File: config.mk
export PLATFORM = sky130hd
export DESIGN_NAME = gauss_jordan_3x3_solver
export DESIGN_NICKNAME = d
export VERILOG_FILES = /design/src/rtl/gj3_pkg.sv /design/src/rtl/gauss_jordan_3x3_solver.sv /design/src/rtl/gj3_datapath.sv /design/src/rtl/gj3_ctrl.sv
export SDC_FILE = /design/constraint.sdc
export NUM_CORES = 2
export LEC_CHECK = 0
export ABC_AREA = 1
export BUFFER_PORTS_ARGS = -buffer_cell sky130_fd_sc_hd__buf_2
export CAP_MARGIN = 20
export CORE_MARGIN = 2
export CORE_UTILIZATION = 30
export CTS_BUF_LIST = sky130_fd_sc_hd__clkbuf_16
export CTS_CLUSTER_DIAMETER = 100
export DETAILED_ROUTE_END_ITERATION = 12
export PLACE_DENSITY = 0.48
export SLEW_MARGIN = 10
export SYNTH_ARGS = -nofsm -noshare
export SYNTH_HDL_FRONTEND = slang
export SYNTH_HIERARCHICAL = 1
export SYNTH_SLANG_ARGS = --single-unit
File: constraint.sdc
create_clock -name clk -period 13.8 [get_ports clk]
set_input_delay 1.38 -clock clk [delete_from_list [all_inputs] [get_ports clk]]
set_output_delay 1.38 -clock clk [all_outputs]
set_load 0.02 [all_outputs]
File: src/rtl/gj3_pkg.sv
`timescale 1ns / 1ps
package gj3_pkg;

  typedef enum logic [3:0] {
    ST_LOAD,
    ST_OP_SETUP,
    ST_DIV_RUN,
    ST_MUL_RUN,
    ST_MUL_WB,
    ST_OUT
  } gj3_state_t;

  typedef enum logic [0:0] {
    OP_NORM,
    OP_ELIM
  } gj3_op_t;

  // one step of the solve: operation, target row, source row, pivot column
  typedef struct packed {
    gj3_op_t    op;
    logic [1:0] row;
    logic [1:0] src;
    logic [1:0] piv;
  } gj3_step_t;

  localparam int NUM_STEPS = 9;

  function automatic gj3_step_t step_rom(input logic [3:0] idx);
    gj3_step_t s;
    case (idx)
      4'd0:    s = '{OP_NORM, 2'd0, 2'd0, 2'd0};
      4'd1:    s = '{OP_ELIM, 2'd1, 2'd0, 2'd0};
      4'd2:    s = '{OP_ELIM, 2'd2, 2'd0, 2'd0};
      4'd3:    s = '{OP_NORM, 2'd1, 2'd1, 2'd1};
      4'd4:    s = '{OP_ELIM, 2'd2, 2'd1, 2'd1};
      4'd5:    s = '{OP_NORM, 2'd2, 2'd2, 2'd2};
      4'd6:    s = '{OP_ELIM, 2'd0, 2'd1, 2'd1};
      4'd7:    s = '{OP_ELIM, 2'd0, 2'd2, 2'd2};
      4'd8:    s = '{OP_ELIM, 2'd1, 2'd2, 2'd2};
      default: s = '{OP_NORM, 2'd0, 2'd0, 2'd0};
    endcase
    return s;
  endfunction

  // commands from controller to datapath
  typedef struct packed {
    logic       load;
    logic [3:0] load_idx;
    logic       clear_flag;
    logic       setup;
    gj3_step_t  step;
    logic [1:0] col;
    logic       div_start;
    logic       div_step;
    logic       mul_capture;
    logic       mul_wb;
    logic       div_wb;
  } gj3_cmd_t;

  // status back to controller
  typedef struct packed {
    logic piv_zero;
    logic div_done;
  } gj3_stat_t;

endpackage

File: src/rtl/gauss_jordan_3x3_solver.sv
`timescale 1ns / 1ps
// gauss-jordan solver for a 3x3 system in signed fixed point
// input channel: coeff_value words with in_valid/in_stall, twelve words per
//   system, row-major over the 3x4 augmented matrix
// output channel: three words x1, x2, x3 with out_valid/out_stall; each carries
//   unknown_index, last_result on the third, and singular if a pivot was zero
// solve: after the twelfth word the solve runs nine row steps, each through a
//   setup state and an advance state; a normalize step runs one restoring
//   division per column (start, one quotient bit per cycle, write back) unless
//   its pivot is zero, an eliminate step a multiply, then a round-subtract per
//   column
// sequencing: one system at a time; the next system is taken only after the
//   third result word is accepted; input is stalled during solve and output
// under out_stall the current result word is held unchanged
// reset clears the load count, the singular flag and returns to loading
module gauss_jordan_3x3_solver import gj3_pkg::*; #(
  parameter int FRAC_BITS = 16
) (
  input  logic              clk,
  input  logic              rst,
  input  logic              in_valid,
  output logic              in_stall,
  input  logic signed [31:0] coeff_value,
  output logic              out_valid,
  input  logic              out_stall,
  output logic signed [31:0] solution_value,
  output logic [1:0]        unknown_index,
  output logic              last_result,
  output logic              singular
);
  gj3_cmd_t  cmd;
  gj3_stat_t stat;
  logic [1:0] out_row;

  gj3_ctrl u_ctrl (
    .clk(clk), .rst(rst),
    .in_valid(in_valid), .in_stall(in_stall),
    .out_valid(out_valid), .out_stall(out_stall),
    .out_row(out_row), .stat(stat), .cmd(cmd)
  );

  gj3_datapath #(.FRAC_BITS(FRAC_BITS)) u_dp (
    .clk(clk), .rst(rst), .cmd(cmd), .coeff_value(coeff_value),
    .out_row(out_row), .stat(stat), .x_value(solution_value), .flag(singular)
  );

  assign unknown_index = out_row;
  assign last_result   = (out_row == 2'd2);

  // never accept input while a result word is offered
  a_no_overlap: assert property (@(posedge clk) disable iff (rst)
    out_valid |-> in_stall) else $error("input open while output pending");

  // stalled result holds its index
  a_hold_idx: assert property (@(posedge clk) disable iff (rst)
    out_valid && out_stall |=> out_valid && $stable(unknown_index))
    else $error("result index moved under stall");

  // last word returns to loading
  a_last_ends: assert property (@(posedge clk) disable iff (rst)
    out_valid && !out_stall && last_result |=> !out_valid)
    else $error("output continued after last word");
endmodule

File: src/rtl/gj3_datapath.sv
`timescale 1ns / 1ps
module gj3_datapath import gj3_pkg::*; #(
  parameter int FRAC_BITS = 16
) (
  input  logic              clk,
  input  logic              rst,
  input  gj3_cmd_t          cmd,
  input  logic signed [31:0] coeff_value,
  input  logic [1:0]        out_row,
  output gj3_stat_t         stat,
  output logic signed [31:0] x_value,
  output logic              flag
);
  localparam int NUM_W  = 32 + FRAC_BITS;
  localparam int QW     = NUM_W + 1;
  localparam int CNT_W  = $clog2(QW + 1);

  logic signed [31:0] mat [12];
  logic signed [31:0] piv_val;
  logic signed [31:0] fac_val;

  logic [3:0] a_idx;
  logic [3:0] b_idx;
  logic signed [31:0] a_val;
  logic signed [31:0] b_val;

  assign a_idx = 4'({cmd.step.row, cmd.col});
  assign b_idx = 4'({cmd.step.src, cmd.col});
  assign a_val = mat[a_idx];
  assign b_val = mat[b_idx];

  // restoring divider, one quotient bit per cycle
  logic [QW-1:0]  dnum;
  logic [32:0]    dden;
  logic [33:0]    drem;
  logic [CNT_W-1:0] dcnt;
  logic           dneg;
  logic [33:0]    drem_sh;
  logic [34:0]    dtrial;
  logic [QW:0]    qround;
  logic signed [QW+1:0] qsigned;
  logic signed [31:0] div_res;

  assign drem_sh = {drem[32:0], dnum[QW-1]};
  assign dtrial  = {1'b0, drem_sh} - {2'b0, dden};
  // quotient holds (num + den/2)/den: num pre-offset at start
  assign qround  = {1'b0, dnum};
  assign qsigned = dneg ? -$signed({1'b0, qround}) : $signed({1'b0, qround});
  always_comb begin
    if (qsigned > $signed((QW+2)'(32'sh7fffffff))) begin
      div_res = 32'sh7fffffff;
    end else if (qsigned < -$signed((QW+2)'(64'sh80000000))) begin
      div_res = 32'sh80000000;
    end else begin
      div_res = qsigned[31:0];
    end
  end

  logic [31:0] ma;
  logic [31:0] mb;
  assign ma = a_val[31] ? 32'(-a_val) : 32'(a_val);
  assign mb = piv_val[31] ? 32'(-piv_val) : 32'(piv_val);

  // multiply-subtract, product registered before rounding
  logic signed [63:0] prod;
  logic signed [31:0] acc_a;
  logic [63:0] pmag;
  logic [63:0] pq;
  logic signed [65:0] diff;
  logic signed [31:0] ms_res;

  assign pmag = prod[63] ? 64'(-prod) : 64'(prod);
  assign pq   = (pmag + (64'd1 << (FRAC_BITS - 1))) >> FRAC_BITS;
  assign diff = prod[63] ? (66'(acc_a) + $signed({2'b0, pq}))
                         : (66'(acc_a) - $signed({2'b0, pq}));
  always_comb begin
    if (diff > 66'sh7fffffff) begin
      ms_res = 32'sh7fffffff;
    end else if (diff < -66'sh80000000) begin
      ms_res = 32'sh80000000;
    end else begin
      ms_res = diff[31:0];
    end
  end

  // rounding offset mb>>1 is added by seeding the dividend: handle by
  // dividing (ma<<F)+(mb>>1); this sum fits NUM_W+1 bits
  logic [QW-1:0] num_init;
  assign num_init = ({1'b0, ma, FRAC_BITS'(0)}) + QW'(mb >> 1);

  always_ff @(posedge clk) begin
    if (rst) begin
      flag <= 1'b0;
      dcnt <= '0;
    end else begin
      if (cmd.clear_flag) flag <= 1'b0;
      if (cmd.setup && cmd.step.op == OP_NORM && mat[4'({cmd.step.row, cmd.step.piv})] == 0)
        flag <= 1'b1;
      if (cmd.div_start) begin
        dcnt <= CNT_W'(QW);
      end else if (cmd.div_step && dcnt != 0) begin
        dcnt <= dcnt - 1'b1;
      end
    end
  end

  always_ff @(posedge clk) begin
    if (cmd.load) mat[cmd.load_idx] <= coeff_value;
    if (cmd.setup) begin
      piv_val <= mat[4'({cmd.step.row, cmd.step.piv})];
      fac_val <= mat[4'({cmd.step.row, cmd.step.piv})];
    end
    if (cmd.div_start) begin
      dnum <= num_init;
      dden <= {1'b0, mb};
      drem <= '0;
      dneg <= a_val[31] ^ piv_val[31];
    end else if (cmd.div_step && dcnt != 0) begin
      if (!dtrial[34]) begin
        drem <= dtrial[33:0];
        dnum <= {dnum[QW-2:0], 1'b1};
      end else begin
        drem <= drem_sh;
        dnum <= {dnum[QW-2:0], 1'b0};
      end
    end
    if (cmd.mul_capture) begin
      prod  <= 64'(b_val) * 64'(fac_val);
      acc_a <= a_val;
    end
    if (cmd.div_wb) mat[a_idx] <= div_res;
    if (cmd.mul_wb) mat[a_idx] <= ms_res;
  end

  assign stat.piv_zero = (mat[4'({cmd.step.row, cmd.step.piv})] == 0);
  assign stat.div_done = (dcnt == 0);
  assign x_value = mat[4'({out_row, 2'd3})];
endmodule

File: src/rtl/gj3_ctrl.sv
`timescale 1ns / 1ps
module gj3_ctrl import gj3_pkg::*; (
  input  logic      clk,
  input  logic      rst,
  input  logic      in_valid,
  output logic      in_stall,
  output logic      out_valid,
  input  logic      out_stall,
  output logic [1:0] out_row,
  input  gj3_stat_t stat,
  output gj3_cmd_t  cmd
);
  gj3_state_t state, state_next;
  logic [3:0] cnt, cnt_next;
  logic [3:0] step_idx, step_idx_next;
  logic [1:0] col, col_next;
  logic [1:0] orow, orow_next;
  logic       dstarted, dstarted_next;
  gj3_step_t  cur;

  assign cur = step_rom(step_idx);
  assign out_row = orow;

  always_ff @(posedge clk) begin
    if (rst) begin
      state    <= ST_LOAD;
      cnt      <= '0;
      step_idx <= '0;
      col      <= '0;
      orow     <= '0;
      dstarted <= 1'b0;
    end else begin
      state    <= state_next;
      cnt      <= cnt_next;
      step_idx <= step_idx_next;
      col      <= col_next;
      orow     <= orow_next;
      dstarted <= dstarted_next;
    end
  end

  always_comb begin
    state_next    = state;
    cnt_next      = cnt;
    step_idx_next = step_idx;
    col_next      = col;
    orow_next     = orow;
    dstarted_next = dstarted;
    in_stall      = 1'b1;
    out_valid     = 1'b0;
    cmd           = '0;
    cmd.step      = cur;
    cmd.col       = col;
    cmd.load_idx  = cnt;
    case (state)
      ST_LOAD: begin
        in_stall = 1'b0;
        if (in_valid) begin
          cmd.load = 1'b1;
          if (cnt >= 4'd11) begin
            cnt_next      = '0;
            step_idx_next = '0;
            cmd.clear_flag = 1'b1;
            state_next    = ST_OP_SETUP;
          end else begin
            cnt_next = cnt + 4'd1;
          end
        end
      end
      ST_OP_SETUP: begin
        cmd.setup     = 1'b1;
        col_next      = cur.piv;
        dstarted_next = 1'b0;
        if (cur.op == OP_NORM) begin
          if (stat.piv_zero) begin
            state_next = ST_MUL_WB;
            col_next   = 2'd3;
          end else begin
            state_next = ST_DIV_RUN;
          end
        end else begin
          state_next = ST_MUL_RUN;
        end
      end
      ST_DIV_RUN: begin
        if (!dstarted) begin
          cmd.div_start = 1'b1;
          dstarted_next = 1'b1;
        end else if (!stat.div_done) begin
          cmd.div_step = 1'b1;
        end else begin
          cmd.div_wb    = 1'b1;
          dstarted_next = 1'b0;
          if (col == 2'd3) state_next = ST_MUL_WB;
          else col_next = col + 2'd1;
        end
      end
      ST_MUL_RUN: begin
        if (!dstarted) begin
          cmd.mul_capture = 1'b1;
          dstarted_next   = 1'b1;
        end else begin
          cmd.mul_wb    = 1'b1;
          dstarted_next = 1'b0;
          if (col == 2'd3) state_next = ST_MUL_WB;
          else col_next = col + 2'd1;
        end
      end
      ST_MUL_WB: begin
        // step finished, advance sequence
        if (step_idx == 4'(NUM_STEPS - 1)) begin
          orow_next  = '0;
          state_next = ST_OUT;
        end else begin
          step_idx_next = step_idx + 4'd1;
          state_next    = ST_OP_SETUP;
        end
      end
      ST_OUT: begin
        out_valid = 1'b1;
        if (!out_stall) begin
          if (orow == 2'd2) state_next = ST_LOAD;
          else orow_next = orow + 2'd1;
        end
      end
      default: state_next = ST_LOAD;
    endcase
  end
endmodule
[Yosys cells after proc, flatten, opt, wreduce, memory -nomap -nowiden]
Memories as Yosys holds them, arrays and structs flattened. A register that Yosys moved wholly into a read port is not among the register bits.
Cells that the tools add are included.
Storage, ports and cells
  register bits after elaboration: 267
  memory bits (writable): 384
  ROM bits: 112
  input port bits: 36
  output and inout port bits: 38
  word-level logic and storage cells: 156
  memories: 2
Operators by class
  add/subtract/negate cells: 14
  multiply operators: 1
  magnitude comparators: 5
  eq/ne operators: 18
  muxes and demuxes: 78
  bitwise operators: 3
  reduce and logical (&&, ||, !) cells: 19
Memories
  u_dp.mat: depth 12, width 32, rd ports 4, clocked after Yosys merged registers in 1, write ports 1, RTL line gj3_datapath.sv:18  | logic signed [31:0] mat [12];
  (no name shown): depth 16, width 7, rd ports 1, clocked after Yosys merged registers in 1, write ports 0, RTL line gj3_pkg.sv:30  | case (idx)
Operators with widths (count)
  32-bit two-way mux: 8
  49-bit two-way mux: 2
  4-bit two-way mux: 17
  66-bit by 32-bit > comparator with 1-bit output (second input constant): 1
  66-bit by 32-bit less-than comparator with 1-bit output (second input constant): 1
  66-bit two-way mux: 1
  64-bit by 16-bit adder with 64-bit output (second input constant): 1
  32-bit by 32-bit multiplier with 64-bit output: 1
  64-bit two-way mux: 1
  32-bit negator: 2
  64-bit negator: 1
  51-bit by 32-bit > comparator with 1-bit output (second input constant): 1
  51-bit by 32-bit less-than comparator with 1-bit output (second input constant): 1
  51-bit two-way mux: 1
  49-bit negator with 51-bit output: 1
  32-bit by 49-bit adder with 50-bit output: 1
  32-bit by 49-bit subtractor with 50-bit output: 1
  48-bit by 31-bit adder with 49-bit output: 1
  34-bit by 32-bit subtractor with 35-bit output: 1
  33-bit two-way mux: 1
  32-bit zero test: 1
  32-bit OR reduction: 1
  1-bit two-way mux: 26
  4-bit case mux with 6 select lines: 1
  other kinds (31): 64

[Longest topological paths before layout]
  depth in word-level cells: 10
  depth in mapped cells: 50
  depth with buffers taken out: 48

[By module]
The synthesis kept the hierarchy.
Modules (own cells, without submodules)
  gj3_datapath: instances 1, cells each 10832, area an instance 83430.0 um^2, sequential area each 18637.9 um^2
  gj3_ctrl: instances 1, cells each 184, area an instance 1325.0 um^2, sequential area each 420.4 um^2
  gauss_jordan_3x3_solver: instances 1, cells each 2, area an instance 10.0 um^2, sequential area each 0.0 um^2

[Least setup slack after synthesis]
OpenSTA, ideal clock, no wires.
  kind: flip-flop to flip-flop
  start: reg u_ctrl.col[0]
  end: reg u_dp.prod[63] (data pin)
  setup time: 266 ps
  arrival: 8891 ps
  required time: 13534 ps
  setup slack: 4644 ps
  cell stages (with the launch flop): 31
  path buffers: 4
  period minus slack after synthesis: 9156 ps
  cell sequence: dfxtp_1 inv_2 nand2_1 inv_2 buf_2 clkbuf_1 buf_1 a221oi_1 inv_1 nand2_1 nand2_1 inv_2 buf_1 nor2_1 fa_1 fa_1 fa_1 fa_1 inv_1 fa_1 fa_1 fa_1 inv_1 fa_1 ha_1 a21oi_1 o21ai_0 o21bai_1 a2111oi_0 o2111ai_1 xor2_1
On the way
  longest elaborated chain between the ends: 2
RTL lines
  start: declaration: RTL line gj3_ctrl.sv:16  | logic [1:0] col, col_next;
  start signal: assignment: RTL line gj3_ctrl.sv:36  | col <= col_next;
  memory read 12 x 32 bit
  32-bit by 32-bit multiplier with 64-bit output: RTL line gj3_datapath.sv:128  | prod <= 64'(b_val) * 64'(fac_val);
  end signal: assignment: RTL line gj3_datapath.sv:128
  end: declaration: RTL line gj3_datapath.sv:65  | logic signed [63:0] prod;
Every way passes these cells.
A chain may end at the register's enable or synchronous reset.

[Worst setup path in the final report]
Same ends and word-level chain as after synthesis.

==> impl_metrics.py <==
metrics = {
    "run_status": {
        "outcome": "finished, final reports clean",
    },
    "finish": {
        "fin_cells": 14644,
        "nets": 12233,
        "syn_to_final_growth_pct": 8.783,
        "fillers": 30185,
        "multiInputGateArea_um2": 57090,
        "seq_area_um2": 19070,
        "drive_gt1_share_pct": 5.695,
    },
    "global_routing": {
        "grt_pass1_vias": 76786,
        "grt_pass1_wl_um": 541800,
        "grt_usage_pct": 25.90,
        "grt-ovfl-total": 0,
        "antenna_found_initial": 29,
        "grt_max_degree": 119,
    },
    "timing": {
        "period_minus_slack_ps": 11420,
        "rsz0062_at_grt": "false",
        "relSlewSlack_pct": 21.67,
        "slew_viol_final": 0,
        "finalClockSkew_ps": 61.51,
        "setup_viol_count_final": 0,
        "hold_viol": 0,
        "fin_tns_setup_ps": 0,
        "max_freq_ghz": 0.08756,
        "tightest_slew_ps": 1175,
        "finalCritPeriodShare_pct": 82.76,
    },
    "route": {
        "dr_total_vias": 77739,
        "drc": 0,
        "dr.pass1.iters": 7,
        "drtIter0Drc": 8468,
        "totalWireLength_um": 378200,
        "wl_per_cell_um": 25.83,
        "ant_nets": 0,
        "viasPerCell": 5.309,
    },
    "die": {
        "die_area_um2": 286800,
        "dieWidth_um": 535.6,
        "fp.coreArea_um2": 281600,
        "die_y_um": 535.6,
        "rows": 195,
        "ioPinCount": 74,
        "start_util_pct": 30.11,
    },
    "yosys": {
        "syn-instance-count": 11018,
        "synth_edf_count": 594,
        "ys_ff_latch": 655,
        "synth_warnings": 6,
        "ys_async_sr_fraction_pct": 0,
        "synth_fp_nets": 12436,
        "ys.flop_type": "edfxtp_1",
        "syn-cell-area_um2": 84770,
        "yosysSeqAreaShare_pct": 22.48,
        "avgSynthCellArea_um2": 7.693,
        "synth_cell_type_count": 66,
    },
    "worst_hold_path": {
        "hold_path_class": "reg -> reg",
        "hold_end": "u_dp/drem[31]$_SDFFE_PP0P_",
        "whs_path_depth": 2,
        "worstHoldStart": "u_dp/drem[31]$_SDFFE_PP0P_",
    },
    "worst_setup_path": {
        "rr_endpoint": "u_dp/prod[63]$_DFFE_PP_",
        "slowest_stage": "fa_1",
        "cp_common_cell": "fa_1",
        "r2r-start": "u_ctrl/col[0]$_SDFFE_PP0P_",
        "cp-end-kind": "register",
        "required_ps": 14250,
        "critPathMaxFanout": 39,
        "rr_worst_depth": 29,
        "cpPeakStageDelay_ps": 1120,
        "cp.arrival_ps": 11870,
        "path_class": "reg -> reg",
        "critPathLaunchType": "register",
        "rrSetupSlack_ps": 2380,
    },
    "clock_network": {
        "htreeDepth": 3,
        "cts_root_buffer": "clkbuf_16",
        "cts_tree": "yes",
        "cts_resized": 0,
        "cts.path.max_buffers": 3,
        "path_clk_slew_ps": 60,
        "ctsHoldBuffers": 0,
        "clock_sinks": 655,
        "numCtsBuffers": 85,
        "postCtsSetupBuffers": 0,
        "worstSkewPairLatency_ps": 750,
    },
    "place": {
        "hpwl_um": 278100,
        "numPortBuffers": 73,
        "dp_cells": 14470,
        "gp_congestion": 0.9528,
    },
    "run": {
        "drv_cap": 0,
    },
}
-- Yosys cell counts (22+ instances only) --
cell,count,area [um^2]
a21oi_1,325,1627
a22oi_1,135,1013
a31oi_1,49,306.5
buf_1,32,120.1
buf_2,76,380.4
buf_4,34,255.2
clkbuf_1,403,1513
clkinv_1,23,86.33
dfxtp_1,61,1221
edfxtp_1,594,17840
fa_1,1085,21720
ha_1,297,3716
inv_1,1702,6389
nand2_1,3008,11290
nand2_2,33,206.5
nand3_1,661,3308
nand3_2,39,390.4
nand3b_1,22,165.2
nand4_1,61,381.6
nor2_1,1134,4257
nor2_2,32,200.2
nor3_1,69,345.3
nor4_1,29,181.4
o211ai_1,40,300.3
o21ai_0,421,2107
o32ai_1,79,691.9
or2_2,24,150.1
xnor2_1,114,998.5
xor2_1,207,1813
-- through the flow --
step | utilization (%) | hold WS, ps | worst slack (ps) | area [um^2]
detailed placement | 31.71 | 448.0 | 2452 | 89270
finish | 32.75 | 453.9 | 2379 | 92210
global placement | 31.70 | 446.4 | 2432 | 89250
CTS | 32.73 | 457.9 | 2396 | 92150
global route | 32.74 | 499.5 | 1558 | 92180
floorplan | - | 426.8 | 4644 | 84770
-- how the worst max path moves through the flow --
stage | from | endpoint | slack, ps | depth (start not counted)
final | u_ctrl/col[0]$_SDFFE_PP0P_ | u_dp/prod[63]$_DFFE_PP_ | 2380 | 29
after global routing | u_ctrl/col[0]$_SDFFE_PP0P_ | u_dp/prod[63]$_DFFE_PP_ | 1560 | 29
after CTS | u_ctrl/col[0]$_SDFFE_PP0P_ | u_dp/prod[63]$_DFFE_PP_ | 2400 | 29
after detailed placement | u_ctrl/col[0]$_SDFFE_PP0P_ | u_dp/prod[63]$_DFFE_PP_ | 2450 | 29
after global placement | u_ctrl/col[0]$_SDFFE_PP0P_ | u_dp/prod[62]$_DFFE_PP_ | 2430 | 38
after floorplan | u_ctrl/col[0]$_SDFFE_PP0P_ | u_dp/prod[63]$_DFFE_PP_ | 4640 | 30
-- cell usage in the layout (no fill, tap or decap), types with 85 or more instances in the layout --
cell,n
a22oi_1,135
o21ai_0,413
fa_1,1084
nor2_1,1118
nand2_1,3008
inv_1,1715
xor2_1,207
xnor2_1,114
a21oi_1,324
nand3_1,661
buf_4,181
clkbuf_16,85
ha_1,297
edfxtp_1,594
-- final cells by class --
type	instances	area share, %
Clock inverter	74	0.8087
Timing Repair Buffer	262	2.060
Sequential cell	655	20.68
Clock buffer	85	2.307
Antenna cell	14	0.03799
Tap cell	3743	5.079
Inverter	1746	7.117
Multi-Input combinational cell	8065	61.91
-- registers in the layout, indices dropped and copies added (netlist names) --
register / cells
u_ctrl/cur: 5
u_ctrl/state: 3
u_ctrl/col: 2
u_ctrl/dstarted: 1
u_dp/prod: 64
u_ctrl/out_row: 2
u_ctrl/step_idx: 4
u_dp/drem: 33
u_dp/fac_val: 32
u_dp/dneg: 1
u_dp/dnum: 49
u_ctrl/cnt: 4
u_dp/dcnt: 6
u_dp/mat: 384
u_dp/flag: 1
u_dp/acc_a: 32
u_dp/dden: 32
-- cell families after synthesis --
group	count (synthesis)	share of synthesized area (%)
AND/OR/NAND/NOR	5165	25.24
XOR/XNOR	322	3.336
flip-flops	655	22.48
adder cells (fa/ha/maj)	1382	30.01
AO/OA/AOI/OAI	1196	8.436
buffers and inverters	2298	10.50
-- metal layers --
metal  routed length (um)  global-route usage, %  vias to the layer above
met5                  104                      0                        -
met4                22690                  12.93                       16
met3                36300                  5.550                      898
met2               164600                  40.13                     4014
met1               154500                  34.07                    38619
li1                     -                      -                    34192
-- critical path, delay by kind of cell, from the launching register on --
| family | cells | cell delay [ps] |
|---|---|---|
| adders and majority gates | 9 | 5460 |
| buffers and inverters | 8 | 2010 |
| AOI/OAI and AO/OA | 6 | 1840 |
| and+or+nand+nor | 5 | 1030 |
| DFF | 1 | 510 |
| xor gates and xnor gates | 1 | 170 |
Power is left out: the tool's default activity adds up to more than one toggle a clock period on the data nets, which glitch-free logic cannot reach.
